==> src/hdl/lsp_pkg.sv <==
// shared constants, types and width helpers for the line sensor position unit
package lsp_pkg;

  localparam int NUM_CHANNELS_DEF = 8;
  localparam int SAMPLE_BITS_DEF  = 10;

  localparam int THR_W       = 10;
  localparam int VALUE_W     = 10;
  localparam int WACC_W      = 15;
  localparam int VACC_W      = 13;
  localparam int SCALE_TOP   = 1000;
  localparam int SCALE_SHIFT = 10;
  localparam int INVERT_TOP  = 1023;
  localparam int EDGE_STEP   = 500;
  localparam int QUEUE_DEPTH = 2;

  localparam int LINE_THR_RST = 500;
  localparam int INCL_THR_RST = 100;

  localparam int CFG_IDX_W  = 2;
  localparam int CFG_DATA_W = 10;

  typedef enum logic [CFG_IDX_W-1:0] {
    REG_LINE_THR   = 2'd0,
    REG_INCL_THR   = 2'd1,
    REG_WHITE_LINE = 2'd2
  } cfg_reg_t;

  typedef struct packed {
    logic busy;
    logic done;
  } div_stat_t;

  function automatic int max_int(input int a, input int b);
    return (a > b) ? a : b;
  endfunction

  function automatic int edge_pos(input int n);
    return (n - 1) * EDGE_STEP;
  endfunction

  function automatic int pos_width(input int n);
    return $clog2(edge_pos(n) + 1) + 1;
  endfunction

  function automatic int quot_width(input int n);
    return max_int(SCALE_SHIFT, $clog2(2 * edge_pos(n) + 1));
  endfunction

  function automatic int raw_width(input int sb);
    return sb + 1;
  endfunction

  function automatic int item_width(input int n, input int sb);
    return 1 + $clog2(n) + raw_width(sb);
  endfunction

endpackage

==> src/hdl/lsp_front.sv <==
// input stage: takes items, drops unknown channels, forms the ambient-corrected raw value
module lsp_front #(
  parameter int NUM_CHANNELS = lsp_pkg::NUM_CHANNELS_DEF,
  parameter int SAMPLE_BITS  = lsp_pkg::SAMPLE_BITS_DEF
) (
  input  logic                                                     clk,
  input  logic                                                     rst_n,
  input  logic                                                     in_push,
  output logic                                                     in_full,
  input  logic                                                     in_req_type,
  input  logic [$clog2(NUM_CHANNELS)-1:0]                          in_channel,
  input  logic [SAMPLE_BITS-1:0]                                   in_lit_sample,
  input  logic [SAMPLE_BITS-1:0]                                   in_dark_sample,
  input  logic                                                     q_full,
  output logic                                                     q_push,
  output logic [lsp_pkg::item_width(NUM_CHANNELS, SAMPLE_BITS)-1:0] q_data
);

  localparam int CH_W  = $clog2(NUM_CHANNELS);
  localparam int RAW_W = lsp_pkg::raw_width(SAMPLE_BITS);
  localparam int IT_W  = lsp_pkg::item_width(NUM_CHANNELS, SAMPLE_BITS);
  localparam int SAMPLE_MAX = (1 << SAMPLE_BITS) - 1;

  logic             valid_r, valid_nxt;
  logic [IT_W-1:0]  item_r, item_nxt;
  logic             accept;
  logic             keep;
  logic [RAW_W-1:0] raw;

  assign in_full = valid_r && q_full;
  assign q_push  = valid_r && !q_full;
  assign q_data  = item_r;
  assign accept  = in_push && !in_full;
  assign keep    = accept && ({1'b0, in_channel} < (CH_W + 1)'(NUM_CHANNELS));
  assign raw     = RAW_W'(in_lit_sample) + RAW_W'(SAMPLE_MAX) - RAW_W'(in_dark_sample);

  always_comb begin
    valid_nxt = valid_r;
    item_nxt  = item_r;
    if (keep) begin
      valid_nxt = 1'b1;
      item_nxt  = {in_req_type, in_channel, raw};
    end else if (q_push) begin
      valid_nxt = 1'b0;
    end
  end

  always_ff @(posedge clk) begin
    if (!rst_n) begin
      valid_r <= 1'b0;
    end else begin
      valid_r <= valid_nxt;
    end
    item_r <= item_nxt;
  end

endmodule

==> src/hdl/lsp_fifo.sv <==
// short queue between the input stage and the processing engine
module lsp_fifo #(
  parameter int WIDTH = 8
) (
  input  logic             clk,
  input  logic             rst_n,
  input  logic             wr_en,
  input  logic [WIDTH-1:0] wr_data,
  output logic             full,
  input  logic             rd_en,
  output logic [WIDTH-1:0] rd_data,
  output logic             empty
);

  localparam int DEPTH = lsp_pkg::QUEUE_DEPTH;
  localparam int PTR_W = $clog2(DEPTH);
  localparam int CNT_W = $clog2(DEPTH + 1);

  logic [WIDTH-1:0] mem_r [DEPTH];
  logic [PTR_W-1:0] wr_ptr_r, wr_ptr_nxt;
  logic [PTR_W-1:0] rd_ptr_r, rd_ptr_nxt;
  logic [CNT_W-1:0] cnt_r, cnt_nxt;
  logic             do_wr, do_rd;

  assign full    = (cnt_r == CNT_W'(DEPTH));
  assign empty   = (cnt_r == '0);
  assign rd_data = mem_r[rd_ptr_r];
  assign do_wr   = wr_en && !full;
  assign do_rd   = rd_en && !empty;

  always_comb begin
    wr_ptr_nxt = wr_ptr_r;
    rd_ptr_nxt = rd_ptr_r;
    cnt_nxt    = cnt_r;
    if (do_wr) begin
      wr_ptr_nxt = (wr_ptr_r == PTR_W'(DEPTH - 1)) ? '0 : wr_ptr_r + 1'b1;
    end
    if (do_rd) begin
      rd_ptr_nxt = (rd_ptr_r == PTR_W'(DEPTH - 1)) ? '0 : rd_ptr_r + 1'b1;
    end
    if (do_wr && !do_rd) begin
      cnt_nxt = cnt_r + 1'b1;
    end else if (do_rd && !do_wr) begin
      cnt_nxt = cnt_r - 1'b1;
    end
  end

  always_ff @(posedge clk) begin
    if (!rst_n) begin
      wr_ptr_r <= '0;
      rd_ptr_r <= '0;
      cnt_r    <= '0;
    end else begin
      wr_ptr_r <= wr_ptr_nxt;
      rd_ptr_r <= rd_ptr_nxt;
      cnt_r    <= cnt_nxt;
    end
    if (do_wr) begin
      mem_r[wr_ptr_r] <= wr_data;
    end
  end

endmodule

==> src/hdl/lsp_div.sv <==
// radix-2 restoring divider, one quotient bit per cycle, saturates on overflow
module lsp_div #(
  parameter int NUM_W = 25,
  parameter int DEN_W = 13,
  parameter int Q_W   = 13
) (
  input  logic               clk,
  input  logic               rst_n,
  input  logic               start,
  input  logic [NUM_W-1:0]   num,
  input  logic [DEN_W-1:0]   den,
  output lsp_pkg::div_stat_t stat,
  output logic [Q_W-1:0]     quot
);

  localparam int CMP_W = lsp_pkg::max_int(NUM_W - Q_W, DEN_W);
  localparam int CNT_W = $clog2(Q_W + 1);

  logic             busy_r, busy_nxt;
  logic             done_r, done_nxt;
  logic [CNT_W-1:0] cnt_r, cnt_nxt;
  logic [DEN_W-1:0] rem_r, rem_nxt;
  logic [DEN_W-1:0] den_r, den_nxt;
  logic [Q_W-1:0]   sh_r, sh_nxt;
  logic [CMP_W-1:0] hi_part;
  logic [DEN_W:0]   trial;
  logic             qbit;

  assign hi_part = CMP_W'(num >> Q_W);
  assign trial   = {rem_r, sh_r[Q_W-1]};
  assign qbit    = (trial >= {1'b0, den_r});
  assign stat    = '{busy: busy_r, done: done_r};
  assign quot    = sh_r;

  always_comb begin
    busy_nxt = busy_r;
    done_nxt = 1'b0;
    cnt_nxt  = cnt_r;
    rem_nxt  = rem_r;
    den_nxt  = den_r;
    sh_nxt   = sh_r;
    if (start) begin
      den_nxt = den;
      if (hi_part >= CMP_W'(den)) begin
        sh_nxt   = '1;
        done_nxt = 1'b1;
        busy_nxt = 1'b0;
      end else begin
        rem_nxt  = hi_part[DEN_W-1:0];
        sh_nxt   = num[Q_W-1:0];
        cnt_nxt  = CNT_W'(Q_W);
        busy_nxt = 1'b1;
      end
    end else if (busy_r) begin
      rem_nxt = qbit ? DEN_W'(trial - {1'b0, den_r}) : trial[DEN_W-1:0];
      sh_nxt  = {sh_r[Q_W-2:0], qbit};
      cnt_nxt = cnt_r - 1'b1;
      if (cnt_r == CNT_W'(1)) begin
        busy_nxt = 1'b0;
        done_nxt = 1'b1;
      end
    end
  end

  always_ff @(posedge clk) begin
    if (!rst_n) begin
      busy_r <= 1'b0;
      done_r <= 1'b0;
      cnt_r  <= '0;
    end else begin
      busy_r <= busy_nxt;
      done_r <= done_nxt;
      cnt_r  <= cnt_nxt;
    end
    rem_r <= rem_nxt;
    den_r <= den_nxt;
    sh_r  <= sh_nxt;
  end

endmodule

==> src/hdl/lsp_back.sv <==
// processing engine: calibration store, scaling, frame sums, position and result register
module lsp_back #(
  parameter int NUM_CHANNELS = lsp_pkg::NUM_CHANNELS_DEF,
  parameter int SAMPLE_BITS  = lsp_pkg::SAMPLE_BITS_DEF
) (
  input  logic                                                     clk,
  input  logic                                                     rst_n,
  input  logic                                                     cfg_we,
  input  logic [lsp_pkg::CFG_IDX_W-1:0]                            cfg_index,
  input  logic [lsp_pkg::CFG_DATA_W-1:0]                           cfg_wdata,
  input  logic                                                     q_empty,
  output logic                                                     q_pop,
  input  logic [lsp_pkg::item_width(NUM_CHANNELS, SAMPLE_BITS)-1:0] q_data,
  output logic                                                     out_valid,
  input  logic                                                     out_pop,
  output logic signed [lsp_pkg::pos_width(NUM_CHANNELS)-1:0]       out_position,
  output logic [NUM_CHANNELS-1:0]                                  out_mask
);

  localparam int CH_W    = $clog2(NUM_CHANNELS);
  localparam int RAW_W   = lsp_pkg::raw_width(SAMPLE_BITS);
  localparam int POS_W   = lsp_pkg::pos_width(NUM_CHANNELS);
  localparam int EDGE    = lsp_pkg::edge_pos(NUM_CHANNELS);
  localparam int Q_W     = lsp_pkg::quot_width(NUM_CHANNELS);
  localparam int VALUE_W = lsp_pkg::VALUE_W;
  localparam int THR_W   = lsp_pkg::THR_W;
  localparam int WACC_W  = lsp_pkg::WACC_W;
  localparam int VACC_W  = lsp_pkg::VACC_W;
  localparam int DEN_W   = lsp_pkg::max_int(VACC_W, RAW_W);
  localparam int NUM_W   = lsp_pkg::max_int(WACC_W, RAW_W) + lsp_pkg::SCALE_SHIFT;
  localparam int MIN_RST = 2 * ((1 << SAMPLE_BITS) - 1);

  localparam logic [CH_W-1:0]         LAST_CH  = CH_W'(NUM_CHANNELS - 1);
  localparam logic signed [POS_W-1:0] EDGE_P   = POS_W'(EDGE);
  localparam logic signed [POS_W-1:0] EDGE_NEG = POS_W'(-EDGE);

  typedef enum logic [6:0] {
    S_IDLE  = 7'b0000001,
    S_PREP  = 7'b0000010,
    S_SDIV  = 7'b0000100,
    S_ACC   = 7'b0001000,
    S_FRAME = 7'b0010000,
    S_FDIV  = 7'b0100000,
    S_OUT   = 7'b1000000
  } state_t;

  state_t                    state_r, state_nxt;
  logic                      req_r, req_nxt;
  logic [CH_W-1:0]           chan_r, chan_nxt;
  logic [RAW_W-1:0]          raw_r, raw_nxt;
  logic [VALUE_W-1:0]        val_r, val_nxt;
  logic [RAW_W-1:0]          min_r [NUM_CHANNELS];
  logic [RAW_W-1:0]          min_nxt [NUM_CHANNELS];
  logic [RAW_W-1:0]          max_r [NUM_CHANNELS];
  logic [RAW_W-1:0]          max_nxt [NUM_CHANNELS];
  logic [NUM_CHANNELS-1:0]   mask_acc_r, mask_acc_nxt;
  logic [WACC_W-1:0]         wacc_r, wacc_nxt;
  logic [VACC_W-1:0]         vacc_r, vacc_nxt;
  logic signed [POS_W-1:0]   last_pos_r, last_pos_nxt;
  logic signed [POS_W-1:0]   pos_r, pos_nxt;
  logic                      out_valid_r, out_valid_nxt;
  logic signed [POS_W-1:0]   out_pos_r, out_pos_nxt;
  logic [NUM_CHANNELS-1:0]   out_mask_r, out_mask_nxt;
  logic [THR_W-1:0]          line_thr_r, line_thr_nxt;
  logic [THR_W-1:0]          incl_thr_r, incl_thr_nxt;
  logic                      white_r, white_nxt;

  logic                      div_start;
  logic [NUM_W-1:0]          div_num;
  logic [DEN_W-1:0]          div_den;
  lsp_pkg::div_stat_t        div_stat;
  logic [Q_W-1:0]            div_quot;

  logic [RAW_W-1:0]          lo, hi;
  logic [VALUE_W-1:0]        scaled;
  logic [VALUE_W+CH_W-1:0]   wprod;
  logic                      out_load;

  assign lo       = min_r[chan_r];
  assign hi       = max_r[chan_r];
  assign scaled   = (div_quot > Q_W'(lsp_pkg::SCALE_TOP)) ?
                    VALUE_W'(lsp_pkg::SCALE_TOP) : div_quot[VALUE_W-1:0];
  assign wprod    = val_r * chan_r;
  assign out_load = (state_r == S_OUT) && !out_valid_r;

  assign out_valid    = out_valid_r;
  assign out_position = out_pos_r;
  assign out_mask     = out_mask_r;

  lsp_div #(
    .NUM_W (NUM_W),
    .DEN_W (DEN_W),
    .Q_W   (Q_W)
  ) u_div (
    .clk   (clk),
    .rst_n (rst_n),
    .start (div_start),
    .num   (div_num),
    .den   (div_den),
    .stat  (div_stat),
    .quot  (div_quot)
  );

  always_comb begin
    state_nxt     = state_r;
    req_nxt       = req_r;
    chan_nxt      = chan_r;
    raw_nxt       = raw_r;
    val_nxt       = val_r;
    min_nxt       = min_r;
    max_nxt       = max_r;
    mask_acc_nxt  = mask_acc_r;
    wacc_nxt      = wacc_r;
    vacc_nxt      = vacc_r;
    last_pos_nxt  = last_pos_r;
    pos_nxt       = pos_r;
    out_valid_nxt = out_valid_r;
    out_pos_nxt   = out_pos_r;
    out_mask_nxt  = out_mask_r;
    line_thr_nxt  = line_thr_r;
    incl_thr_nxt  = incl_thr_r;
    white_nxt     = white_r;
    q_pop         = 1'b0;
    div_start     = 1'b0;
    div_num       = '0;
    div_den       = '0;

    if (out_valid_r && out_pop) begin
      out_valid_nxt = 1'b0;
    end

    unique case (state_r)
      S_IDLE: begin
        if (!q_empty) begin
          q_pop                       = 1'b1;
          {req_nxt, chan_nxt, raw_nxt} = q_data;
          state_nxt                   = S_PREP;
        end
      end
      S_PREP: begin
        if (!req_r) begin
          if (raw_r > hi) begin
            max_nxt[chan_r] = raw_r;
          end
          if (raw_r < lo) begin
            min_nxt[chan_r] = raw_r;
          end
          state_nxt = S_IDLE;
        end else if (hi <= lo || raw_r <= lo) begin
          val_nxt   = white_r ? VALUE_W'(lsp_pkg::INVERT_TOP) : '0;
          state_nxt = S_ACC;
        end else begin
          div_start = 1'b1;
          div_num   = NUM_W'(raw_r - lo) * NUM_W'(lsp_pkg::SCALE_TOP);
          div_den   = DEN_W'(hi - lo);
          state_nxt = S_SDIV;
        end
      end
      S_SDIV: begin
        if (div_stat.done) begin
          val_nxt   = white_r ? VALUE_W'(lsp_pkg::INVERT_TOP) - scaled : scaled;
          state_nxt = S_ACC;
        end
      end
      S_ACC: begin
        if (val_r > line_thr_r) begin
          mask_acc_nxt[chan_r] = 1'b1;
        end
        if (val_r > incl_thr_r) begin
          wacc_nxt = wacc_r + WACC_W'(wprod);
          vacc_nxt = vacc_r + VACC_W'(val_r);
        end
        state_nxt = (chan_r == LAST_CH) ? S_FRAME : S_IDLE;
      end
      S_FRAME: begin
        state_nxt = S_OUT;
        if (mask_acc_r == '0) begin
          pos_nxt = last_pos_r[POS_W-1] ? EDGE_NEG : EDGE_P;
        end else if (mask_acc_r[0]) begin
          pos_nxt = EDGE_NEG;
        end else if (mask_acc_r[NUM_CHANNELS-1]) begin
          pos_nxt = EDGE_P;
        end else if (vacc_r == '0) begin
          pos_nxt = last_pos_r;
        end else begin
          div_start = 1'b1;
          div_num   = NUM_W'(wacc_r) * NUM_W'(lsp_pkg::SCALE_TOP);
          div_den   = DEN_W'(vacc_r);
          state_nxt = S_FDIV;
        end
      end
      S_FDIV: begin
        if (div_stat.done) begin
          if (div_quot > Q_W'(2 * EDGE)) begin
            pos_nxt = EDGE_P;
          end else begin
            pos_nxt = $signed(POS_W'(div_quot)) - EDGE_P;
          end
          state_nxt = S_OUT;
        end
      end
      S_OUT: begin
        if (!out_valid_r) begin
          out_valid_nxt = 1'b1;
          out_pos_nxt   = pos_r;
          out_mask_nxt  = mask_acc_r;
          last_pos_nxt  = pos_r;
          mask_acc_nxt  = '0;
          wacc_nxt      = '0;
          vacc_nxt      = '0;
          state_nxt     = S_IDLE;
        end
      end
      default: begin
        state_nxt = S_IDLE;
      end
    endcase

    if (cfg_we) begin
      unique case (lsp_pkg::cfg_reg_t'(cfg_index))
        lsp_pkg::REG_LINE_THR:   line_thr_nxt = cfg_wdata[THR_W-1:0];
        lsp_pkg::REG_INCL_THR:   incl_thr_nxt = cfg_wdata[THR_W-1:0];
        lsp_pkg::REG_WHITE_LINE: white_nxt    = cfg_wdata[0];
        default: begin
        end
      endcase
    end
  end

  always_ff @(posedge clk) begin
    if (!rst_n) begin
      state_r     <= S_IDLE;
      mask_acc_r  <= '0;
      wacc_r      <= '0;
      vacc_r      <= '0;
      last_pos_r  <= '0;
      out_valid_r <= 1'b0;
      line_thr_r  <= THR_W'(lsp_pkg::LINE_THR_RST);
      incl_thr_r  <= THR_W'(lsp_pkg::INCL_THR_RST);
      white_r     <= 1'b0;
      for (int i = 0; i < NUM_CHANNELS; i++) begin
        min_r[i] <= RAW_W'(MIN_RST);
        max_r[i] <= '0;
      end
    end else begin
      state_r     <= state_nxt;
      mask_acc_r  <= mask_acc_nxt;
      wacc_r      <= wacc_nxt;
      vacc_r      <= vacc_nxt;
      last_pos_r  <= last_pos_nxt;
      out_valid_r <= out_valid_nxt;
      line_thr_r  <= line_thr_nxt;
      incl_thr_r  <= incl_thr_nxt;
      white_r     <= white_nxt;
      min_r       <= min_nxt;
      max_r       <= max_nxt;
    end
    req_r      <= req_nxt;
    chan_r     <= chan_nxt;
    raw_r      <= raw_nxt;
    val_r      <= val_nxt;
    pos_r      <= pos_nxt;
    out_pos_r  <= out_pos_nxt;
    out_mask_r <= out_mask_nxt;
  end

`ifndef ASSERT_OFF
  a_div_den_nonzero: assert property (@(posedge clk) disable iff (!rst_n)
    div_start |-> (div_den != '0))
    else $error("divider started with zero divisor");

  a_div_only_measure: assert property (@(posedge clk) disable iff (!rst_n)
    div_start |-> req_r)
    else $error("divider started for a calibration item");

  a_result_at_frame_end: assert property (@(posedge clk) disable iff (!rst_n)
    out_load |-> (req_r && chan_r == LAST_CH))
    else $error("result loaded outside the last measurement channel");

  a_sums_cleared: assert property (@(posedge clk) disable iff (!rst_n)
    out_load |=> (mask_acc_r == '0 && wacc_r == '0 && vacc_r == '0))
    else $error("frame sums not cleared after result");

  a_pos_range: assert property (@(posedge clk) disable iff (!rst_n)
    out_valid_r |-> (out_pos_r <= EDGE_P && out_pos_r >= EDGE_NEG))
    else $error("position out of range");
`endif

endmodule

==> src/hdl/line_sensor_position_unit.sv <==
// top level of the line sensor position unit
//
// One item carries one channel of the reflectance bar (lit and dark sample).
// Calibration items update that channel's min and max. Measurement items skip
// the divider when the channel span is not positive or raw is at or below
// min; otherwise the scaled value comes from the shared radix-2 divider (a
// 13-bit quotient for 8 channels, one bit per cycle), which returns an all-ones
// quotient when the scaled quotient overflows it. The last channel of a
// measurement frame adds a frame step, plus the weighted-average division
// when the line sits in the interior, and one result is then placed in the
// output register.
// The input stage and a 2-entry queue take items while the engine works; the
// engine waits only when a finished result has not yet been popped.
module line_sensor_position_unit #(
  parameter int NUM_CHANNELS = lsp_pkg::NUM_CHANNELS_DEF,
  parameter int SAMPLE_BITS  = lsp_pkg::SAMPLE_BITS_DEF
) (
  input  logic                                               clk,
  input  logic                                               rst_n,
  input  logic                                               in_push,
  output logic                                               in_full,
  input  logic                                               in_req_type,
  input  logic [$clog2(NUM_CHANNELS)-1:0]                    in_channel,
  input  logic [SAMPLE_BITS-1:0]                             in_lit_sample,
  input  logic [SAMPLE_BITS-1:0]                             in_dark_sample,
  output logic                                               out_empty,
  input  logic                                               out_pop,
  output logic signed [lsp_pkg::pos_width(NUM_CHANNELS)-1:0] out_position,
  output logic [NUM_CHANNELS-1:0]                            out_on_line_mask,
  input  logic                                               cfg_we,
  input  logic [lsp_pkg::CFG_IDX_W-1:0]                      cfg_index,
  input  logic [lsp_pkg::CFG_DATA_W-1:0]                     cfg_wdata
);

  localparam int IT_W = lsp_pkg::item_width(NUM_CHANNELS, SAMPLE_BITS);

  logic            fq_push, fq_full, fq_pop, fq_empty;
  logic [IT_W-1:0] fq_wdata, fq_rdata;
  logic            res_valid;

  assign out_empty = !res_valid;

  lsp_front #(
    .NUM_CHANNELS (NUM_CHANNELS),
    .SAMPLE_BITS  (SAMPLE_BITS)
  ) u_front (
    .clk            (clk),
    .rst_n          (rst_n),
    .in_push        (in_push),
    .in_full        (in_full),
    .in_req_type    (in_req_type),
    .in_channel     (in_channel),
    .in_lit_sample  (in_lit_sample),
    .in_dark_sample (in_dark_sample),
    .q_full         (fq_full),
    .q_push         (fq_push),
    .q_data         (fq_wdata)
  );

  lsp_fifo #(
    .WIDTH (IT_W)
  ) u_fifo (
    .clk     (clk),
    .rst_n   (rst_n),
    .wr_en   (fq_push),
    .wr_data (fq_wdata),
    .full    (fq_full),
    .rd_en   (fq_pop),
    .rd_data (fq_rdata),
    .empty   (fq_empty)
  );

  lsp_back #(
    .NUM_CHANNELS (NUM_CHANNELS),
    .SAMPLE_BITS  (SAMPLE_BITS)
  ) u_back (
    .clk          (clk),
    .rst_n        (rst_n),
    .cfg_we       (cfg_we),
    .cfg_index    (cfg_index),
    .cfg_wdata    (cfg_wdata),
    .q_empty      (fq_empty),
    .q_pop        (fq_pop),
    .q_data       (fq_rdata),
    .out_valid    (res_valid),
    .out_pop      (out_pop),
    .out_position (out_position),
    .out_mask     (out_on_line_mask)
  );

endmodule

==> config.mk <==
export PLATFORM = sky130hd
export DESIGN_NAME = line_sensor_position_unit
export DESIGN_NICKNAME = d
export VERILOG_FILES = /design/src/hdl/lsp_pkg.sv /design/src/hdl/lsp_front.sv /design/src/hdl/lsp_fifo.sv /design/src/hdl/lsp_div.sv /design/src/hdl/lsp_back.sv /design/src/hdl/line_sensor_position_unit.sv
export SDC_FILE = /design/constraint.sdc
export NUM_CORES = 1
export LEC_CHECK = 0
export BUFFER_PORTS_ARGS = -buffer_cell sky130_fd_sc_hd__buf_2
export CAP_MARGIN = 0
export CORE_MARGIN = 4
export CORE_UTILIZATION = 59
export CTS_BUF_LIST = sky130_fd_sc_hd__clkbuf_8
export CTS_CLUSTER_DIAMETER = 150
export DETAILED_ROUTE_END_ITERATION = 10
export PLACE_DENSITY = 0.76
export REMOVE_ABC_BUFFERS = 1
export SLEW_MARGIN = 40
export SYNTH_ARGS = -nofsm -noshare
export SYNTH_HDL_FRONTEND = slang
export SYNTH_SLANG_ARGS = --single-unit
==> constraint.sdc <==
create_clock -name clk -period 9.2 [get_ports clk]
set_clock_uncertainty 0.2 [all_clocks]
set_input_delay 2.76 -clock clk [delete_from_list [all_inputs] [get_ports clk]]
set_output_delay 2.76 -clock clk [all_outputs]
set_load 0.05 [all_outputs]
==> results.md <==
- Row Count: 76
- Met2 usage: 0.500
- TritonCTS clock tree: built
- Layout net count: 3266
- Pre-antenna DRT Iters: 6
- Worst Hold Slack: 241 ps
- Actual slew at the worst max-slew pin: 884 ps
- Synthesized cell area: 25800 µm²
- Post-DP HPWL: 52.8 mm
- Vias in the first global route: 20900
- Top cells by area, synth: dfxtp_1 21%, edfxtp_1 17%, ha_1 10%, fa_1 8.5%, nand2_1 7.6%
- Drt via density: 5.99
- Worst Path Buf+Inv: 9
- Crit Path Max Fanout: 10
- Gr busiest metal: met2
- Layout cells sized above 1: 0.109
- Slew margin rel.: 0.409
- Req. time, crit path: 9370 ps
- WHS Path Cells: 0
- Hold WC Path Type: register to register
- Area Overhead vs Synth: 10.4%
- Final min period: 8920 ps
- Global-route wire length before repair: 113 mm
- Post-synth ARST share: 0
- Top cell type's share of synthesized area: 0.206
- R2R depth: 38
- Routed wire length: 71.7 mm
- Seq/Total Area, Yosys: 0.372
- Yosys warns: 0
- Post-synth EDFFs: 143
- GR Layer Usage met1: 0.383
- Max Fclk: 112 MHz
- Area of the core: 43200 µm²
- Delay-heaviest family, CP: adder cells
- I/O pins: 64
- Total congestion overflow: 0
- # Max-Cap Violations: 0
- Post-route DRC: 0
- Most frequent CP cell: buf_4
- Kind of start point of the critical path: register
- Clock slew at reported path FFs: 70 ps
- IO Port Bufs: 63
- Post-synth top area cell: dfxtp_1
- Die Wd: 217 µm
- Post-synth top flop: dfxtp_1
- Worst EP arrival: 9090 ps
- Run status: complete, no violations
- WP depth: 38
- Non-filler cells, final: 3550
- Total GRT Usage: 0.299
- Clock Latency Late Sink: 690 ps
- Crit Path Category: register to register
- Full die area: 47100 µm²
- Largest net degree at the start of global routing: 73
- Detailed Route Iter0 Violations: 1763
- Clk sinks: 408
- Slowest Stage Delay on Critical Path: 520 ps
- Slowest CP cell: fa_1
- Initial Util: 0.597
- Worst setup EP type: register
- Post-synthesis cell count: 2841
- Die Y: 217 µm
- Cts bufs inserted: 71
- Gpl congestion: 0.994
- Yosys cell types: 75
- CTS root buf: clkbuf_8
- H-tree depth: 3
- Final setup viols: 0
- Post-route ant nets: 0
- Fin. max-slew vios: 0
- Post-Place Cells: 3405
- Antenna violations before repair: 2
- Synth Area per Inst: 9.08 µm²
- Routed WL per cell: 20.2 µm
- Final hold vios: 0
- Synthesis-stage register bit count: 408
- CTS hold repair buffers: 0
- Vias post-DR: 21300
- Tcrit/Tclk final: 0.970
- Clk buf depth: 3
- Met3 GRT Util: 0.0564
## worst paths after layout
path	from	endpoint	slack, ps
setup / recovery	u_back.chan_r[1]$_DFFE_PP_	u_back.u_div.rem_r[12]$_SDFFCE_PP0P_	280
hold / removal	u_back.pos_r[4]$_DFFE_PP_	u_back.out_position[4]$_DFFE_PP_	240
setup reg to reg	u_back.chan_r[1]$_DFFE_PP_	u_back.u_div.rem_r[12]$_SDFFCE_PP0P_	280
hold reg to reg	u_back.pos_r[4]$_DFFE_PP_	u_back.out_position[4]$_DFFE_PP_	240
## cell usage after synthesis (6+ instances only)
library cell / count
nand2_1: 520
dfxtp_1: 265
inv_1: 221
ha_1: 207
edfxtp_1: 143
clkbuf_1: 140
nand3_1: 127
a21boi_0: 119
a21oi_1: 111
fa_1: 109
nor2_1: 104
o21ai_0: 101
a22oi_1: 96
xnor2_1: 81
xor2_1: 43
and2_1: 39
nor2b_1: 31
o211ai_1: 27
a21o_1: 26
nor3_1: 23
and4_1: 18
mux2_2: 18
nand2b_1: 18
and3_1: 17
mux2i_1: 17
o21a_1: 17
nand4_1: 16
or2_2: 16
o22ai_1: 15
o21bai_1: 14
or3_1: 13
a22o_1: 10
a31oi_1: 10
nor4_1: 10
a211oi_1: 8
a221oi_1: 8
nand3b_1: 7
nor3b_1: 6
o31ai_1: 6
## sequential cells by signal, indices dropped and copies added, names as in the netlist, 11 cells and up
signal	flops
u_fifo.mem_r	30
u_back.min_r	88
u_back.max_r	88
u_back.u_div.quot	13
u_back.wacc_r	15
u_back.last_pos_r	13
u_back.pos_r	13
u_front.q_data	15
u_back.vacc_r	13
u_back.raw_r	11
u_back.out_position	13
u_back.u_div.den_r	13
u_back.u_div.rem_r	13
## layer usage
metal / wire, µm / part of all wire
met5: 19 / 0.00027
met4: 3320 / 0.046
met3: 4930 / 0.069
met2: 34000 / 0.47
met1: 29500 / 0.41
## kinds of logic after synthesis
family,after synthesis,share of synthesized area
flops,408,0.372
xor+xnor,124,0.0421
simple gates,985,0.175
fa+ha+maj,317,0.185
buf+inv,369,0.0538
mux,35,0.0145
compound gates,603,0.157
## repair_timing
item	4_1_cts	5_1_grt
gates resized for setup	0	47
setup endpoints to repair	0	32
setup buffers	0	15
## placed cells by master (no fill, tap or decap), types with 97 or more instances in the layout
cell      count
nand2_1     520
dfxtp_1     265
inv_1       241
ha_1        200
edfxtp_1    143
nand3_1     127
a21boi_0    119
a21oi_1     110
fa_1        108
nor2_1       97
## final cells by class
cell class	count	area, µm²
Antenna cell	2	5.00
Fill cell	3576	14700
Multi-Input combinational cell	2065	15000
Clock buffer	79	1090
Inverter	223	838
Timing Repair Buffer	140	893
Tap cell	585	732
Sequential cell	408	9600
Clock inverter	48	293
## through the flow
stage	util	cell area, µm²	worst slack, ps	TNS (ps)
final	0.659	28500	280	0
after global routing	0.659	28500	-127	-1960
after CTS	0.652	28200	74.6	0
after detailed placement	0.620	26800	115	0
after global placement	0.620	26800	263	0
after floorplan	-	25200	-1100	-27110
Power is left out: the tool's default activity adds up to more than one toggle a clock period on the data nets, which glitch-free logic cannot reach.
